File: src/bhd_pkg.sv
package bhd_pkg;

    typedef struct packed {
        logic [7:0] data_byte;
        logic       byte_present;
        logic       end_of_message;
    } t_in_beat;

    typedef struct packed {
        logic [15:0] code_point;
        logic [23:0] utf8_bytes;
        logic        last_char;
    } t_out_beat;

    localparam logic [63:0] MAGIC [8] = '{
        64'h9e3779b97f4a7c15, 64'hbf58476d1ce4e5b9,
        64'h94d049bb133111eb, 64'hff51afd7ed558ccd,
        64'h1337c0debabefeed, 64'hdeadbeefcafeface,
        64'h8badf00dcafebabe, 64'hFEEDFACEDEADCAFE
    };

    localparam logic [7:0]  PAD_MARK = 8'h80;
    localparam logic [7:0]  PAD_FILL = 8'h13;
    localparam logic [15:0] CJK_BASE = 16'h4E00;
    localparam logic [15:0] CJK_SPAN = 16'd20991;

    typedef enum logic [3:0] {
        S_IDLE,     // wait for a beat
        S_PUSH,     // push one byte into the assembly word
        S_ROUND_A,  // churn round: xor, rotate-add, load multiplier
        S_RMUL,     // churn round multiply, three 32x32 steps
        S_ROUND_B,  // churn round: shift-xor, add, neighbor xor
        S_PAD,      // push marker or fill byte
        S_FIN_A,    // finalize: load multiplier
        S_FMUL,     // finalize multiply, three 32x32 steps
        S_FIN_B,    // finalize xor and rotate
        S_EMIT      // present one digest character
    } t_state;

    // controller commands to the datapath
    typedef struct packed {
        logic       init;        // reload magic constants
        logic       push;        // push input or pad byte into assembly
        logic       pad_byte;    // 1: push pad byte instead of input byte
        logic       round_a;
        logic       round_b;
        logic [1:0] round;
        logic       mul;         // one partial-product step
        logic [1:0] mul_step;
        logic       fin_a;
        logic       fin_b;
        logic [2:0] fin_idx;
        logic       emit_load;   // register next digest character
        logic [4:0] emit_idx;
    } t_cmd;

    typedef struct packed {
        logic       word_full;   // this push completes a word
        logic       block_zero;  // byte position is 0
    } t_status;

endpackage

File: src/bhd_ctrl.sv
module bhd_ctrl (
    input  logic                i_clk,
    input  logic                i_rst_n,
    input  logic                i_in_valid,
    output logic                o_in_ready,
    input  bhd_pkg::t_in_beat   i_in_data,
    output logic                o_out_valid,
    input  logic                i_out_ready,
    input  bhd_pkg::t_status    i_status,
    output bhd_pkg::t_cmd       o_cmd
);

    bhd_pkg::t_state r_state, n_state;
    logic [1:0] r_round, n_round;
    logic [1:0] r_mul, n_mul;
    logic [2:0] r_fin, n_fin;
    logic [4:0] r_idx, n_idx;
    logic       r_eom, n_eom;
    logic       r_pad, n_pad;     // in pad phase
    logic       r_ov, n_ov;       // output register full

    always_ff @(posedge i_clk) begin
        if (!i_rst_n) begin
            r_state <= bhd_pkg::S_IDLE;
            r_round <= '0;
            r_mul   <= '0;
            r_fin   <= '0;
            r_idx   <= '0;
            r_eom   <= 1'b0;
            r_pad   <= 1'b0;
            r_ov    <= 1'b0;
        end else begin
            r_state <= n_state;
            r_round <= n_round;
            r_mul   <= n_mul;
            r_fin   <= n_fin;
            r_idx   <= n_idx;
            r_eom   <= n_eom;
            r_pad   <= n_pad;
            r_ov    <= n_ov;
        end
    end

    assign o_out_valid = r_ov;

    always_comb begin
        n_state = r_state;
        n_round = r_round;
        n_mul   = r_mul;
        n_fin   = r_fin;
        n_idx   = r_idx;
        n_eom   = r_eom;
        n_pad   = r_pad;
        n_ov    = r_ov;
        o_cmd   = '0;
        o_cmd.round   = r_round;
        o_cmd.mul_step = r_mul;
        o_cmd.fin_idx = r_fin;
        o_cmd.emit_idx = r_idx;
        o_in_ready = 1'b0;
        if (r_ov && i_out_ready) n_ov = 1'b0;
        case (r_state)
            bhd_pkg::S_IDLE: begin
                o_in_ready = 1'b1;
                if (i_in_valid) begin
                    n_eom = i_in_data.end_of_message;
                    n_pad = 1'b0;
                    if (i_in_data.byte_present) n_state = bhd_pkg::S_PUSH;
                    else if (i_in_data.end_of_message) begin
                        n_state = bhd_pkg::S_PAD;
                        n_pad   = 1'b1;
                    end
                end
            end
            bhd_pkg::S_PUSH: begin
                o_cmd.push = 1'b1;
                o_cmd.pad_byte = r_pad;
                n_round = '0;
                if (i_status.word_full) n_state = bhd_pkg::S_ROUND_A;
                else if (r_eom) begin
                    n_state = bhd_pkg::S_PAD;
                    n_pad   = 1'b1;
                end else n_state = bhd_pkg::S_IDLE;
            end
            bhd_pkg::S_PAD: begin
                // a pad byte, pushed like a data byte
                o_cmd.push = 1'b1;
                o_cmd.pad_byte = 1'b1;
                n_round = '0;
                if (i_status.word_full) n_state = bhd_pkg::S_ROUND_A;
            end
            bhd_pkg::S_ROUND_A: begin
                o_cmd.round_a = 1'b1;
                n_mul   = '0;
                n_state = bhd_pkg::S_RMUL;
            end
            bhd_pkg::S_RMUL: begin
                o_cmd.mul = 1'b1;
                n_mul = r_mul + 2'd1;
                if (r_mul == 2'd2) n_state = bhd_pkg::S_ROUND_B;
            end
            bhd_pkg::S_ROUND_B: begin
                o_cmd.round_b = 1'b1;
                n_round = r_round + 2'd1;
                if (r_round != 2'd3) n_state = bhd_pkg::S_ROUND_A;
                else if (!r_eom) n_state = bhd_pkg::S_IDLE;
                else if (!r_pad) begin
                    n_state = bhd_pkg::S_PAD;
                    n_pad   = 1'b1;
                end else if (i_status.block_zero) begin
                    n_state = bhd_pkg::S_FIN_A;
                    n_fin   = '0;
                end else n_state = bhd_pkg::S_PAD;
            end
            bhd_pkg::S_FIN_A: begin
                o_cmd.fin_a = 1'b1;
                n_mul   = '0;
                n_state = bhd_pkg::S_FMUL;
            end
            bhd_pkg::S_FMUL: begin
                o_cmd.mul = 1'b1;
                n_mul = r_mul + 2'd1;
                if (r_mul == 2'd2) n_state = bhd_pkg::S_FIN_B;
            end
            bhd_pkg::S_FIN_B: begin
                o_cmd.fin_b = 1'b1;
                n_fin = r_fin + 3'd1;
                if (r_fin == 3'd7) begin
                    n_state = bhd_pkg::S_EMIT;
                    n_idx   = '0;
                end else n_state = bhd_pkg::S_FIN_A;
            end
            bhd_pkg::S_EMIT: begin
                if (!r_ov || i_out_ready) begin
                    o_cmd.emit_load = 1'b1;
                    n_ov  = 1'b1;
                    n_idx = r_idx + 5'd1;
                    if (r_idx == 5'd31) begin
                        o_cmd.init = 1'b1;
                        n_eom   = 1'b0;
                        n_pad   = 1'b0;
                        n_state = bhd_pkg::S_IDLE;
                    end
                end
            end
            default: n_state = bhd_pkg::S_IDLE;
        endcase
    end

endmodule

File: config.mk
export PLATFORM = sky130hd
export DESIGN_NAME = bhd_ctrl
export DESIGN_NICKNAME = d
export VERILOG_FILES = /design/src/bhd_pkg.sv /design/src/bhd_ctrl.sv
export SDC_FILE = /design/constraint.sdc
export NUM_CORES = 1
export LEC_CHECK = 0
export BUFFER_PORTS_ARGS = -buffer_cell sky130_fd_sc_hd__buf_2
export CORE_UTILIZATION = 35
export DETAILED_ROUTE_END_ITERATION = 12
export PLACE_DENSITY_LB_ADDON = 0.3
export SLEW_MARGIN = 20
export SYNTH_ARGS = -nofsm -noshare
export SYNTH_HDL_FRONTEND = slang
export SYNTH_SLANG_ARGS = --single-unit
File: constraint.sdc
create_clock -name i_clk -period 1.89 [get_ports i_clk]
set_input_delay 0.378 -clock i_clk [delete_from_list [all_inputs] [get_ports i_clk]]
set_output_delay 0.378 -clock i_clk [all_outputs]
set_load 0.1 [all_outputs]
==> results of run 1 <==
==> repair_timing <==
action / 4_1_cts / 5_1_grt
endpoints found under the setup margin: 6 / 7
gates resized for setup: 3 / 10
gates cloned: 0 / 0
pin swaps: 1 / 2
hold buffers: 0 / 0
buffers inserted: 4 / 2
==> synthesized netlist by cell type (2+ instances only) <==
cell type / count / area, um^2
ha_1: 6 / 75.1
nand3_1: 5 / 25.0
buf_6: 4 / 45.0
a22oi_1: 6 / 45.0
and3_1: 4 / 25.0
nor2_1: 16 / 60.1
nor2b_1: 2 / 12.5
mux2i_1: 3 / 30.0
and2_1: 4 / 25.0
inv_1: 5 / 18.8
o21a_1: 2 / 15.0
nand2b_1: 3 / 18.8
nand2_1: 3 / 11.3
dfxtp_1: 19 / 380
clkbuf_1: 3 / 11.3
buf_2: 2 / 10.0
or3_1: 3 / 18.8
a21oi_1: 15 / 75.1
o31ai_1: 2 / 15.0
o21ai_0: 6 / 30.0
==> cells in the final DEF (no fill, tap or decap), types with 2 or more instances in the layout <==
cell	instances
nand2_1	3
a21oi_1	15
buf_8	2
and2_4	2
nor4b_4	2
nor2_1	15
mux2i_1	3
and3_2	2
clkbuf_4	3
ha_1	4
dfxtp_2	7
nand3_1	5
a22oi_1	6
inv_1	5
dfxtp_4	4
dfxtp_1	8
o21ai_0	5
buf_4	17
nand2b_1	3
nor2b_4	2
o31ai_1	2
and3_1	2
buf_12	10
buf_2	20
or3_1	3
==> sequential cells by signal (all words and copies together), names as in the netlist <==
name / flops
r_mul: 2
r_round: 2
r_fin: 3
r_eom: 1
r_idx: 5
r_pad: 1
o_out_valid: 1
r_state: 4
==> layout make-up <==
class                           count  area, um^2  area share
Clock buffer                        4        26.3      0.0146
Inverter                            7        28.8      0.0160
Multi-Input combinational cell    107         812       0.452
Sequential cell                    19         404       0.225
Tap cell                           46        57.6      0.0320
Timing Repair Buffer               50         469       0.261
==> power by group through the flow <==
| stage | clock network, W | registers [W] | logic [W] |
|---|---|---|---|
| 2_1_floorplan | 0 | 0.000592 | 0.00112 |
| 3_3_place_gp | 0 | 0.000515 | 0.00165 |
| 3_5_place_dp | 0 | 0.000516 | 0.00166 |
| 4_1_cts | 0.000215 | 0.000508 | 0.00171 |
| 5_1_grt | 0.000231 | 0.000531 | 0.00188 |
| 6_report | 0.000206 | 0.000525 | 0.00178 |
==> logic make-up after synthesis <==
family          count (synthesis)
simple gates                   51
compound gates                 45
flops                          19
buf+inv                        16
fa+ha+maj                       6
mux                             4
xor+xnor                        1
==> final timing paths <==
kind         startpoint  cells after the start    endpoint  slack (ps)
max          r_state[0]                      4    o_cmd[9]          20
min             i_rst_n                      2  r_state[3]         350
max reg2reg  r_state[0]                      6    r_idx[2]         130
min reg2reg    r_idx[3]                      1    r_idx[3]         470
==> through the flow <==
step | cells | utilization | power, W | setup TNS (ps)
4_1_cts | 231 | 0.526 | 0.00243 | -9.71
6_report | 233 | 0.539 | 0.00251 | 0
2_1_floorplan | 142 | - | 0.00171 | -6180
3_5_place_dp | 223 | 0.506 | 0.00218 | 0
3_3_place_gp | 223 | 0.506 | 0.00217 | 0
5_1_grt | 233 | 0.539 | 0.00265 | -76.8
==> metal layers <==
layer  up-vias  GRT usage
met3         4     0.0210
li1        620          -
met1       585      0.274
met5         -          0
met4         0     0.0649
met2        44      0.307
==> results.toml, run 1 <==
[status]
outcome = "finished clean"

[synth]
synth-async-reset-ratio = 0
synthesis.nets = 164
synth_xor_area_frac = 0.00716
ys_types = 49
synth_top_family_by_area = "simple AND/OR/NAND/NOR gates"
synth_area_um2 = 1220
ys_ff_latch = 19
ys_warn_count = 0
ys_seq_area_frac = 0.311
synthFlopType = "dfxtp_1"
yosys.area_share.adder = 0.0614
synth-compound-area-share = 0.249
synthMuxAreaShare = 0.0338
synthSimpleGateAreaFrac = 0.262
synthCells = 142
synth_edf_count = 0
avgSynthCellArea_um2 = 8.61

[power]
sw_frac_of_total = 0.504
seqPwrFrac = 0.209
combPwrFrac = 0.709
p_leak_nw = 0.750
p_sw_w = 0.00127
power_density_nw_per_um2 = 1400
p_int_w = 0.00124
irDropWorstVdd_mv = 1.22
clockPowerShare = 0.082

[floorplanning]
fp.dieArea_um2 = 3730
rows = 21
fp.dieH_um = 61.1
coreArea_um2 = 3340
dieWidth_um = 61.1
num_io_pins = 39
start_util = 0.366

[finish]
fin_area_um2 = 1800
layout.nets = 210
areaGrowthSynthToFinish_pct = 47.1
drive_gt1_frac = 0.449
nFillCells = 316
antenna_cells = 0

[sta]
hold_ws_ps = 350
tightestPinTransition_ps = 474
finalSetupViolations = 0
slew_headroom = 0.679
rsz0062_at_grt = "true"
drv_slew = 0
finClkSkew_ps = 3.51
clock.fmax_mhz = 536
fin_ws_ps = 24.7
fin_crit_ps = 1870
post-route-period-util = 0.987
final_hold_viol_count = 0

[detailed_routing]
highest_layer = "met4"
drt_iter0_drc = 58
wl_met1_um = 1550
met2_length_um = 1640
drc = 0
vias = 1253
postRouteWirelength_um = 3360
wire_per_inst_um = 14.4
via_per_inst = 5.38
drtAntennaViolNets = 0
firstDrtPassIters = 4
met3_length_um = 144

[global_routing]
grt_pass1_vias = 1182
grt_pass1_wl_um = 5420
grt_max_degree = 15
grt_overflow = 0
grtUsageTotal = 0.194
antenna_found_initial = 0

[clock_network]
clkTransAtPathRegs_ps = 110
clock_latency_ps = 290
tritoncts = "built"
cts.sinks = 19
cts_buffers = 3
cts-root-buf = "clkbuf_4"
clockBufferDepth = 2
htreeDepth = 1

[place]
io_buffers = 30
dp_hpwl_um = 2450
dpl_cell_area_um2 = 1690
place_ws_ps = 125
gp_congestion = 0.871

[critical_path]
critical_path_required_ps = 1510
cpLargestDelayFamily = "buffers and inverters"
crit_fanout = 5
worstPathCellList = "buf_8 > nor4b_4 > buf_4 > buf_12"
crit_slowest_cell = "dfxtp_4"
max_stage_delay_ps = 380
start_kind = "register"
path_class = "register to output pin"
worst_ep_arrival_time_ps = 1490
end_kind = "output pin"
crit_buf_inv = 3

[worst_hold_path]
hold_class = "input port to register"

[flow_run]
cap_violations = 0
(Power assumes the default switching activity.)
==> run 2: changes to the inputs <==
--- a/config.mk
+++ b/config.mk
@@ -10,3 +10,4 @@
 export DETAILED_ROUTE_END_ITERATION = 12
-export PLACE_DENSITY_LB_ADDON = 0.3
+export PLACE_DENSITY = 0.62
+export RECOVER_POWER = 50
 export SLEW_MARGIN = 20
==> constraint.sdc (replaced) <==
create_clock -name i_clk -period 1.89 [get_ports i_clk]
set_input_delay 0.189 -clock i_clk [delete_from_list [all_inputs] [get_ports i_clk]]
set_output_delay 0.189 -clock i_clk [all_outputs]
set_load 0.1 [all_outputs]
==> run 2 against run 1 <==
  * Clock-buffer cell count is 1 lower
  * Worst hold slack worse by 190 ps
  * Utilization down 3.1 points
  * Critical path depth increased by 1
  * Wire length decreased by 5.7%
  * Critical endpoint is now o_cmd[18]
  * Final cell count decreased by 2.1%
  * First-iteration DRC count down 21%
  * Design area down 5.7%
  * Highest routed layer unchanged
==> results.toml, run 2 (synthesized netlist as in run 1, its figures left out) <==
[finish]
layout.nets = 205
layout_common_cells = "nor2_1 (16), a21oi_1 (16), dfxtp_1 (15)"
drive_gt1_frac = 0.374
reg.largest.list = "r_idx x5, r_state x4, r_fin x3"
largest_reg_flops = 5
areaGrowthSynthToFinish_pct = 38.7
regMostFlops = "r_idx"
antenna_cells = 0
final_util = 0.508

[power]
irDropWorstVdd_mv = 0.485
power_density_nw_per_um2 = 1450
p_leak_nw = 0.702

[critical_path]
crit_buf_inv = 2
cp.depth = 5
timing.rr.end = "r_pad"
worst_ep_arrival_time_ps = 1600
r2r_slack_ps = 180
crit_fanout = 17
end_kind = "output pin"
worstPathCellList = "buf_8 > nor2b_4 > and2_2 > o21a_4 > buf_12"
start_kind = "register"
path_class = "register to output pin"
cpLargestDelayFamily = "simple AND/OR/NAND/NOR gates"
max_stage_delay_ps = 390
crit_slowest_cell = "dfxtp_2"
critical_path_required_ps = 1700
r2r_start = "r_idx[1]"
ff2ff_path_depth = 7

[floorplanning]
start_util = 0.366
rows = 21
dieWidth_um = 61.1
num_io_pins = 39
fp.dieH_um = 61.1
coreArea_um2 = 3340
fp.dieArea_um2 = 3730

[detailed_routing]
drtAntennaViolNets = 0
via_per_inst = 5.47
drc = 0
wire_per_inst_um = 13.9
drt_iter0_drc = 46
firstDrtPassIters = 6
vias = 1248
postRouteWirelength_um = 3170

[sta]
finClkSkew_ps = 3.71
finalSetupViolations = 0
rsz0062_at_grt = "false"
clock.fmax_mhz = 560
post-route-period-util = 0.946
drv_slew = 0
slew_headroom = 0.639
final_hold_viol_count = 0
hold_ws_ps = 160
fin_crit_ps = 1790
tightestPinTransition_ps = 544

[clock_network]
clock_latency_ps = 300
cts_buffers = 3
tritoncts = "built"
htreeDepth = 1
cts-root-buf = "clkbuf_4"
ctsHoldBuffers = 0
cts.sinks = 19
clkTransAtPathRegs_ps = 110
clockBufferDepth = 2

[worst_hold_path]
hold_depth = 2
hp-start = "i_rst_n"
hold_end = "r_state[3]"
hold_class = "input port to register"

[status]
outcome = "finished clean"

[flow_run]
cap_violations = 0

[global_routing]
grt_max_degree = 18
grt_pass1_wl_um = 5040
grt_overflow = 0
grt_pass1_vias = 1097
grtUsageTotal = 0.180
antenna_found_initial = 0

[place]
gp_congestion = 0.932
io_buffers = 30
dp_hpwl_um = 2420
-- run 2: how the worst max path moves through the flow --
stage,end,slack (ps),from
detailed placement,r_pad,50,r_idx[0]
finish,o_cmd[18],100,r_state[0]
CTS,o_cmd[18],-10,r_state[0]
global placement,r_pad,150,r_idx[0]
global route,r_pad,4,r_idx[1]
floorplan,r_idx[2],-660,r_state[2]
-- run 2: worst reg2reg max path, cell delays in order, from the launching register on --
cell,delay (ps)
dfxtp_2,380
ha_1,180
and3_1,170
ha_2,190
a21oi_1,100
a2111oi_2,270
a21oi_1,110
a311oi_1,220
-- run 2: area by class of cell --
type | instances | area, um^2
Fill cell | 331 | 1640
Multi-Input combinational cell | 107 | 803
Sequential cell | 19 | 390
Timing Repair Buffer | 45 | 390
Tap cell | 46 | 57.6
Inverter | 7 | 26.3
Clock buffer | 3 | 22.5
Clock inverter | 1 | 5.00
-- run 2: what timing repair did --
| action | in CTS | in global routing |
|---|---|---|
| setup endpoints to repair | 2 | 4 |
| pin swaps | 0 | 4 |
| resized for setup | 5 | 5 |
| setup buffers | 0 | 3 |
-- run 2: power breakdown --
| group | switching, W | total (W) | internal, W |
|---|---|---|---|
| Clock | 0.000133 | 0.000212 | 0.0000788 |
| Sequential | 0.0000550 | 0.000509 | 0.000454 |
| Combinational | 0.00107 | 0.00174 | 0.000664 |
| Total | 0.00126 | 0.00246 | 0.00120 |
-- run 2: metal layers --
metal | share of wire | vias up | global-route usage
met5 | 0 | - | 0
met4 | 0.0057 | 0 | 0.0487
met3 | 0.065 | 2 | 0.0294
li1 | - | 607 | -
met2 | 0.49 | 47 | 0.312
met1 | 0.44 | 592 | 0.231
-- run 2: through the flow --
stage	setup TNS (ps)	instances	setup WS [ps]	instance area, um^2	total power, W
after floorplan	-6660	142	-662	1260	0.00170
after global placement	0	221	152	1610	0.00214
after detailed placement	0	221	52.5	1610	0.00216
after CTS	-10.3	225	-10.3	1660	0.00240
after global routing	0	228	4.22	1700	0.00260
final	0	228	103	1700	0.00246
==> run 3: changes to the inputs <==
Settings changed: BUFFER_PORTS_ARGS -buffer_cell sky130_fd_sc_hd__buf_2 to -buffer_cell sky130_fd_sc_hd__buf_4, CTS_CLUSTER_DIAMETER from default to 40.
==> run 3 against run 2 <==
  * Power shrank 6.6%
  * Global-route usage shrank 0.18 points
  * Maximum frequency shrank 1.8%
  * Via count grew 0.16%
  * Critical endpoint unchanged
==> results.toml, run 3 (synthesized netlist as in run 1, its figures left out) <==
[status]
outcome = "finished clean"

[flow_run]
cap_violations = 0

[power]
combPwrFrac = 0.682
p_leak_nw = 0.696
power_w = 0.00230
power_density_nw_per_um2 = 1370
p_int_w = 0.00106
clockPowerShare = 0.096
irDropWorstVdd_mv = 0.443
seqPwrFrac = 0.223
p_sw_w = 0.00124
sw_frac_of_total = 0.539

[detailed_routing]
via_per_inst = 5.46
drc = 0
postRouteWirelength_um = 3200
firstDrtPassIters = 4
wire_per_inst_um = 14.0
drtAntennaViolNets = 0
vias = 1250
drt_iter0_drc = 52

[critical_path]
end_kind = "output pin"
crit_fanout = 11
ff2ff_path_depth = 6
critical_path_required_ps = 1700
start_kind = "register"
path_class = "register to output pin"
worst_ep_arrival_time_ps = 1630

[finish]
antenna_cells = 0
regMostFlops = "r_idx"
layout_common_cells = "buf_4 (41), nor2_1 (16), dfxtp_1 (16)"
drive_gt1_frac = 0.377
largest_reg_flops = 5
final_common_cell = "buf_4"
reg.largest.list = "r_idx x5, r_state x4, r_fin x3"
areaGrowthSynthToFinish_pct = 37.4
layout.nets = 206
fin_area_um2 = 1680

[clock_network]
clockBufferDepth = 2
cts_buffers = 3
clock_latency_ps = 300
cts-root-buf = "clkbuf_4"
tritoncts = "built"
htreeDepth = 1
clkTransAtPathRegs_ps = 120
cts.sinks = 19

[sta]
tightestPinTransition_ps = 510
clock.fmax_mhz = 549
post-route-period-util = 0.963
finalSetupViolations = 0
slew_headroom = 0.658
fin_crit_ps = 1820
fin_ws_ps = 69.6
finClkSkew_ps = 2.54
setup-tns-final_ps = 0
drv_slew = 0
rsz0062_at_grt = "true"
final_hold_viol_count = 0

[place]
io_buffers = 30
gp_congestion = 0.896
dpl_cell_area_um2 = 1560
dp_hpwl_um = 2360
place_ws_ps = 75.5

[floorplanning]
num_io_pins = 39
rows = 21
dieWidth_um = 61.1
fp.dieArea_um2 = 3730
start_util = 0.366
fp.dieH_um = 61.1
coreArea_um2 = 3340

[global_routing]
grt_util_met3 = 0.0189
grt_overflow = 0
grt_pass1_wl_um = 4860
met2_usage = 0.292
grt_max_degree = 18
grt_pass1_vias = 1041
antenna_found_initial = 0
use_met1 = 0.242
grtUsageTotal = 0.178
grt.busiest_layer = "met2"

[worst_hold_path]
hold_depth = 2
hold_class = "input port to register"
run 3: changes by cell type in the layout (fill, tap and decap cells not counted), moves of 2 or more:
cell      delta
a21oi_1      -2
a21oi_2      +2
buf_12       -8
buf_2        -9
buf_4       +27
buf_6        +4
clkbuf_2    -13
dfxtp_2      -2
run 3: layer usage:
layer	part of all wire	wire length, um
met1	0.46	1480
met5	0	0
met4	0.012	39
met3	0.043	137
met2	0.48	1550
run 3: layout make-up:
cell class / instances / area (um^2)
clock buffers: 4 / 26.3
fillers: 338 / 1660
inverters: 7 / 26.3
multi-input cells: 107 / 810
flip-flops and latches: 19 / 392
well taps: 46 / 57.6
repair buffers: 46 / 368
run 3: final timing paths:
check | from | to | slack (ps)
max | r_state[0] | o_cmd[18] | 70
min | i_rst_n | r_state[3] | 130
max reg2reg | r_state[3] | r_idx[2] | 80
min reg2reg | r_mul[1] | r_mul[1] | 540
run 3: worst max-delay path, cell delays in order, from the launching register on:
cell and delay (ps):
dfxtp_1 350, buf_4 230, nor2b_4 220, and2_2 190
o21a_4 120, buf_6 210
run 3: repair_timing:
action | in CTS | in global routing
setup endpoints to repair | 3 | 7
hold buffers | 0 | 0
buffers inserted | 0 | 4
gates resized for setup | 5 | 10
pin swaps | 0 | 2
hold endpoints to repair | 0 | 0
run 3: power by group through the flow:
stage          clock (W)  combinational [W]  sequential [W]
2_1_floorplan          0            0.00111        0.000595
3_3_place_gp           0            0.00147        0.000521
3_5_place_dp           0            0.00148        0.000525
4_1_cts         0.000231            0.00149        0.000514
5_1_grt         0.000246            0.00165        0.000520
6_report        0.000220            0.00156        0.000511
run 3: stage by stage:
stage | hold WS (ps) | cells | utilization
after floorplan | 306 | 142 | -
after global placement | 438 | 221 | 0.469
after detailed placement | 441 | 221 | 0.469
after CTS | 120 | 225 | 0.481
after global routing | 129 | 229 | 0.503
final | 130 | 229 | 0.503
